**src/sv/isqrt48_pkg.sv**
```systemverilog
`default_nettype none

package isqrt48_pkg;

    // Radicand bits consumed by one cell: one root bit per pair of input bits
    localparam int unsigned DIGIT_BITS = 2;

endpackage

`default_nettype wire

```
**src/sv/integer_square_root_48.sv**
```systemverilog
// Floor square root of an unsigned 2*ROOT_BITS-bit radicand (48 bits by default).
// Throughput: one item per cycle; busy is always low and the receiver cannot stall.
// One cell per root bit, each a single registered trial subtract, sets the latency.
// Reset (rst_n, async, active low) clears the valid flags of all cells; no other state.
`default_nettype none

module integer_square_root_48 #(
    parameter int unsigned ROOT_BITS = 24
) (
    input  wire logic                       clk,
    input  wire logic                       rst_n,
    input  wire logic                       start,
    output logic                            busy,
    input  wire logic [2*ROOT_BITS-1:0]     radicand,
    output logic                            done,
    output logic [ROOT_BITS-1:0]            root
);

    logic                     valid_s [ROOT_BITS+1];
    logic [ROOT_BITS:0]       rem_s   [ROOT_BITS+1];
    logic [ROOT_BITS-1:0]     root_s  [ROOT_BITS+1];
    logic [2*ROOT_BITS-1:0]   rad_s   [ROOT_BITS+1];

    // Chain head: empty remainder and root
    assign valid_s[0] = start;
    assign rem_s[0]   = '0;
    assign root_s[0]  = '0;
    assign rad_s[0]   = radicand;

    // One cell per root bit, most significant first
    for (genvar i = 0; i < ROOT_BITS; i++)
    begin : g_cell
        isqrt48_cell #(
            .ROOT_BITS (ROOT_BITS)
        ) u_cell (
            .clk       (clk),
            .rst_n     (rst_n),
            .in_valid  (valid_s[i]),
            .in_rem    (rem_s[i]),
            .in_root   (root_s[i]),
            .in_rad    (rad_s[i]),
            .out_valid (valid_s[i+1]),
            .out_rem   (rem_s[i+1]),
            .out_root  (root_s[i+1]),
            .out_rad   (rad_s[i+1])
        );
    end

    assign busy = 1'b0;
    assign done = valid_s[ROOT_BITS];
    assign root = root_s[ROOT_BITS];

    // Every accepted item comes out of the last cell as a done strobe
    a_start_done: assert property (@(posedge clk) disable iff (!rst_n)
        start |-> ##ROOT_BITS done)
        else $error("item lost in root pipeline");

    a_done_start: assert property (@(posedge clk) disable iff (!rst_n)
        done |-> $past(start, ROOT_BITS))
        else $error("done without matching start");

    // Result is the floor root of the radicand that entered with the matching start
    a_root_low: assert property (@(posedge clk) disable iff (!rst_n)
        done |-> (({2'b00, {ROOT_BITS{1'b0}}, root} * {2'b00, {ROOT_BITS{1'b0}}, root})
                  <= {2'b00, $past(radicand, ROOT_BITS)}))
        else $error("root too large");

    a_root_high: assert property (@(posedge clk) disable iff (!rst_n)
        done |-> ((({2'b00, {ROOT_BITS{1'b0}}, root} + 1'b1)
                   * ({2'b00, {ROOT_BITS{1'b0}}, root} + 1'b1))
                  > {2'b00, $past(radicand, ROOT_BITS)}))
        else $error("root too small");

endmodule

`default_nettype wire

```
**src/sv/isqrt48_cell.sv**
```systemverilog
`default_nettype none

// One digit of the restoring square root: brings down the next two radicand
// bits, tries root bit 1, keeps it when the partial remainder covers it.
module isqrt48_cell #(
    parameter int unsigned ROOT_BITS = 24
) (
    input  wire logic                       clk,
    input  wire logic                       rst_n,
    input  wire logic                       in_valid,
    input  wire logic [ROOT_BITS:0]         in_rem,
    input  wire logic [ROOT_BITS-1:0]       in_root,
    input  wire logic [2*ROOT_BITS-1:0]     in_rad,
    output logic                            out_valid,
    output logic [ROOT_BITS:0]              out_rem,
    output logic [ROOT_BITS-1:0]            out_root,
    output logic [2*ROOT_BITS-1:0]          out_rad
);

    localparam int unsigned DB = isqrt48_pkg::DIGIT_BITS;
    localparam int unsigned RW = ROOT_BITS + 1 + DB;

    logic                     valid_reg;
    logic [ROOT_BITS:0]       rem_reg;
    logic [ROOT_BITS:0]       rem_next;
    logic [ROOT_BITS-1:0]     root_reg;
    logic [ROOT_BITS-1:0]     root_next;
    logic [2*ROOT_BITS-1:0]   rad_reg;
    logic [2*ROOT_BITS-1:0]   rad_next;
    logic [RW-1:0]            rem_wide;
    logic [RW-1:0]            trial;
    logic [RW-1:0]            diff;
    logic                     keep;

    // Trial subtract: remainder*4 + next digit against root*4 + 1
    always_comb
    begin
        rem_wide  = {in_rem, in_rad[2*ROOT_BITS-1 -: DB]};
        trial     = {1'b0, in_root, {(DB-1){1'b0}}, 1'b1};
        diff      = rem_wide - trial;
        keep      = (rem_wide >= trial);
        rem_next  = keep ? diff[ROOT_BITS:0] : rem_wide[ROOT_BITS:0];
        root_next = {in_root[ROOT_BITS-2:0], keep};
        rad_next  = {in_rad[2*ROOT_BITS-DB-1:0], {DB{1'b0}}};
    end

    // Valid flag
    always_ff @(posedge clk or negedge rst_n)
    begin
        if (!rst_n)
        begin
            valid_reg <= 1'b0;
        end
        else
        begin
            valid_reg <= in_valid;
        end
    end

    // Payload, no reset
    always_ff @(posedge clk)
    begin
        rem_reg  <= rem_next;
        root_reg <= root_next;
        rad_reg  <= rad_next;
    end

    assign out_valid = valid_reg;
    assign out_rem   = rem_reg;
    assign out_root  = root_reg;
    assign out_rad   = rad_reg;

    // Restoring invariant: remainder never exceeds twice the partial root
    a_rem_bound: assert property (@(posedge clk) disable iff (!rst_n)
        valid_reg |-> ({1'b0, rem_reg} <= {1'b0, root_reg, 1'b0}))
        else $error("cell remainder above twice partial root");

    default_check: assert property (@(posedge clk) disable iff (!rst_n)
        valid_reg |-> (rem_reg[ROOT_BITS] == 1'b0 || root_reg[ROOT_BITS-1] == 1'b1))
        else $error("cell remainder top bit set with small root");

endmodule

`default_nettype wire

```
**config.mk**
```make
export PLATFORM = sky130hd
export DESIGN_NAME = integer_square_root_48
export DESIGN_NICKNAME = d
export VERILOG_FILES = /design/src/sv/isqrt48_pkg.sv /design/src/sv/integer_square_root_48.sv /design/src/sv/isqrt48_cell.sv
export SDC_FILE = /design/constraint.sdc
export NUM_CORES = 2
export LEC_CHECK = 0
export BUFFER_PORTS_ARGS = -buffer_cell sky130_fd_sc_hd__clkbuf_2
export CAP_MARGIN = 5
export CORE_UTILIZATION = 55
export CTS_CLUSTER_DIAMETER = 150
export CTS_CLUSTER_SIZE = 30
export DETAILED_ROUTE_END_ITERATION = 16
export GPL_TIMING_DRIVEN = 0
export MAX_ROUTING_LAYER = met4
export PLACE_DENSITY_LB_ADDON = 0.3
export SYNTH_ARGS = -nofsm -noshare
export SYNTH_HDL_FRONTEND = slang
export SYNTH_SLANG_ARGS = --single-unit
```
**constraint.sdc**
```tcl
create_clock -name clk -period 5.96 [get_ports clk]
set_clock_uncertainty 0.05 [all_clocks]
set_input_delay 0.894 -clock clk [delete_from_list [all_inputs] [get_ports clk]]
set_output_delay 0.894 -clock clk [all_outputs]
set_load 0.1 [all_outputs]
```
==> results.json <==
{
  "outcome": "finished, final reports clean",
  "place.gp.congestion": 0.9332,
  "numPortBuffers": 75,
  "drc": 0,
  "synth-seq-area-share_pct": 55.34,
  "grt_max_degree": 32,
  "firstDrtPassIters": 6,
  "final_cell_area_um2": 54940,
  "yosysUniqueCellTypes": 82,
  "fin_crit_ns": 3.991,
  "cts_buffer_depth": 3,
  "core-area_um2": 92220,
  "syn-cell-area_um2": 51550,
  "syn_area_per_cell_um2": 10.31,
  "cts-htree-levels": 2,
  "cts.clk_slew.worst_paths_ns": 0.11,
  "vias": 33880,
  "io_pins": 77,
  "hold_viol_final": 0,
  "rows": 111,
  "hold_class": "primary input to asynchronous set/reset pin",
  "post-place-ws_ns": 2.041,
  "drive_gt1_share_pct": 4.421,
  "maxSlewViolCount": 0,
  "ir_drop_uv": 339.7,
  "synth_edf_count": 0,
  "grt_pass1_wl_um": 161100,
  "nNetsFinal": 5507,
  "first_iter_violations": 2224,
  "worstPathRequired_ns": 6.46,
  "cts_tree": "built",
  "dp_hpwl_um": 75920,
  "async_flop_share_pct": 1.691,
  "synth-main-ff-cell": "dfxtp_1",
  "cp_num_buf_inv": 4,
  "die_w_um": 308.2,
  "cts_root_buf": "clkbuf_16",
  "drtAntennaViolNets": 0,
  "area_growth_pct": 6.563,
  "fill_cells": 7824,
  "grt_pass1_vias": 32400,
  "power.total_mw": 20.76,
  "final.period_utilization_pct": 66.96,
  "worstPathArrival_ns": 4.50,
  "cp_common_cell": "a21oi_1",
  "grtUsageTotal_pct": 21.34,
  "cp_top_family": "compound AO/OA/AOI/OAI gates",
  "worstMarginPinSlew_ns": 1.031,
  "slew_headroom_pct": 30.19,
  "mostFrequentLayoutCells": "1395 x dfxtp_1, 409 x inv_1, 336 x nor2_1",
  "die_area_um2": 94960,
  "cts_num_sinks": 1419,
  "setup_viol": 0,
  "crit_path_start_kind": "register",
  "synth-seq-cells": 1419,
  "synth_cells": 5000,
  "cap_violations": 0,
  "synth_warnings": 0,
  "ctsResizeCount": 0,
  "grt_antenna_before_repair": 1,
  "final_core_util_pct": 59.57,
  "crit_path_top_delay_cell": "o21ai_1",
  "crit_path_end_kind": "register",
  "rsz0062_at_grt": "false",
  "fin_ws_ns": 1.969,
  "max_stage_delay_ns": 0.67,
  "fin_tns_setup_ns": 0,
  "cp_max_fo": 10,
  "final_common_cell": "dfxtp_1",
  "clk_latency_ns": 0.70,
  "cts_hold_buf": 0,
  "totalWireLength_um": 98820,
  "power.leakage_nw": 25.58,
  "postCtsSetupBuffers": 0,
  "timing.fmax_mhz": 250.6,
  "cts_inserted_buffers": 53,
  "initial_utilization_pct": 55.90,
  "powerDensity_nw_per_um2": 377.9,
  "die_h_um": 308.2,
  "dpl_cell_area_um2": 53490,
  "critical_path_class": "register to register",
  "grt-ovfl-total": 0,
  "crit_path_cell_trace": "inv_1 -> ha_1 -> clkbuf_1 -> nand3_1 -> a21oi_1 -> o21ai_1 -> a21oi_1 -> a2111oi_0 -> o21ai_1 -> clkbuf_1 -> buf_2 -> a21oi_1",
  "wl_per_cell_um": 15.49,
  "vias_per_cell": 5.311
}
==> cells in the mapped netlist (14+ instances only) <==
library cell / number / area share, %
nor4_1: 65 / 0.79
nand3b_1: 23 / 0.33
nor3_1: 124 / 1.2
a21oi_1: 326 / 3.2
clkbuf_1: 68 / 0.50
xnor2_1: 265 / 4.5
and3_1: 24 / 0.29
ha_1: 325 / 7.9
nor2b_1: 56 / 0.68
o31ai_1: 31 / 0.45
nand4_1: 54 / 0.66
o211ai_1: 31 / 0.45
mux2_1: 39 / 0.85
nand3_1: 88 / 0.85
nor2_1: 336 / 2.4
nand2b_1: 65 / 0.79
dfxtp_1: 1395 / 54
o21ai_1: 60 / 0.58
o21ai_0: 176 / 1.7
a211o_1: 15 / 0.25
dfrtp_1: 24 / 1.2
xor2_1: 155 / 2.6
or3_1: 54 / 0.66
inv_1: 409 / 3.0
a2111oi_0: 14 / 0.24
a21o_1: 105 / 1.5
a211oi_1: 28 / 0.41
mux2_2: 31 / 0.68
or4_1: 25 / 0.36
a31oi_1: 30 / 0.36
or2_2: 23 / 0.28
nand2_1: 268 / 2.0
o21a_1: 58 / 0.84
==> layer usage <==
| layer | share of wire [%] | up-vias | global-route usage [%] |
|---|---|---|---|
| met4 | 3.0 | 0 | 6.445 |
| met1 | 46 | 15730 | 27.09 |
| met3 | 4.1 | 178 | 2.556 |
| met2 | 47 | 659 | 35.63 |
| li1 | - | 17320 | - |
| met5 | 0 | - | - |
==> registers in the layout, summed over array words and instances, names as in the netlist <==
| signal | cells |
|---|---|
| g_cell.u_cell.out_root | 300 |
| g_cell.u_cell.out_rad | 552 |
| g_cell.u_cell.out_rem | 543 |
| g_cell.u_cell.out_valid | 24 |
==> area by class of cell <==
| class | instances | area, um2 | area share [%] |
|---|---|---|---|
| inverter | 415 | 1558 | 2.836 |
| buffer | 84 | 346.6 | 0.6309 |
| multi-input combinational | 3083 | 21120 | 38.45 |
| timing repair buffer | 75 | 375.4 | 0.6833 |
| clock inverter | 4 | 110.1 | 0.2004 |
| tap | 1243 | 1555 | 2.831 |
| clock buffer | 55 | 1334 | 2.428 |
| antenna | 2 | 5.005 | 0.009110 |
| sequential | 1419 | 28530 | 51.93 |
==> per-stage QoR <==
stage | hold WS (ns) | std cells
after floorplan | 0.2596 | 5001
after global placement | 0.2595 | 6319
after detailed placement | 0.2621 | 6319
after CTS | 0.08505 | 6378
after global routing | 0.1146 | 6378
final | 0.1259 | 6380
==> cells by family after synthesis <==
group	share of synthesized area [%]
multiplexers	1.684
AO/OA/AOI/OAI	11.81
AND/OR/NAND/NOR	12.44
buffers and inverters	3.694
XOR/XNOR	7.136
adder cells (fa/ha/maj)	7.888
other	0.007274
flip-flops	55.34
==> report_power, final <==
group / total [mW] / leakage [nW] / internal, mW / switching [mW]
Clock: 4.34 / 0.700 / 1.64 / 2.70
Sequential: 12.1 / 12.0 / 11.0 / 1.08
Combinational: 4.32 / 12.9 / 1.94 / 2.37
Total: 20.8 / 25.6 / 14.6 / 6.15
==> final timing paths <==
path | startpoint | endpoint | slack (ns) | depth (start not counted)
min | rst_n | g_cell[14].u_cell.out_valid$_DFF_PN0_ | 0.13 | 1
min reg2reg | g_cell[0].u_cell.out_rad[44]$_DFF_P_ | g_cell[1].u_cell.out_rad[46]$_DFF_P_ | 0.26 | 0
max in group asynchronous | rst_n | g_cell[12].u_cell.out_valid$_DFF_PN0_ | 5.36 | 1
max | g_cell[17].u_cell.out_root[4]$_DFF_P_ | g_cell[18].u_cell.out_rem[3]$_DFF_P_ | 1.97 | 12
min in group clk | radicand[16] | g_cell[0].u_cell.out_rad[18]$_DFF_P_ | 0.24 | 1
max reg2reg | g_cell[17].u_cell.out_root[4]$_DFF_P_ | g_cell[18].u_cell.out_rem[3]$_DFF_P_ | 1.97 | 12
Power figures use the tool's default switching activity.
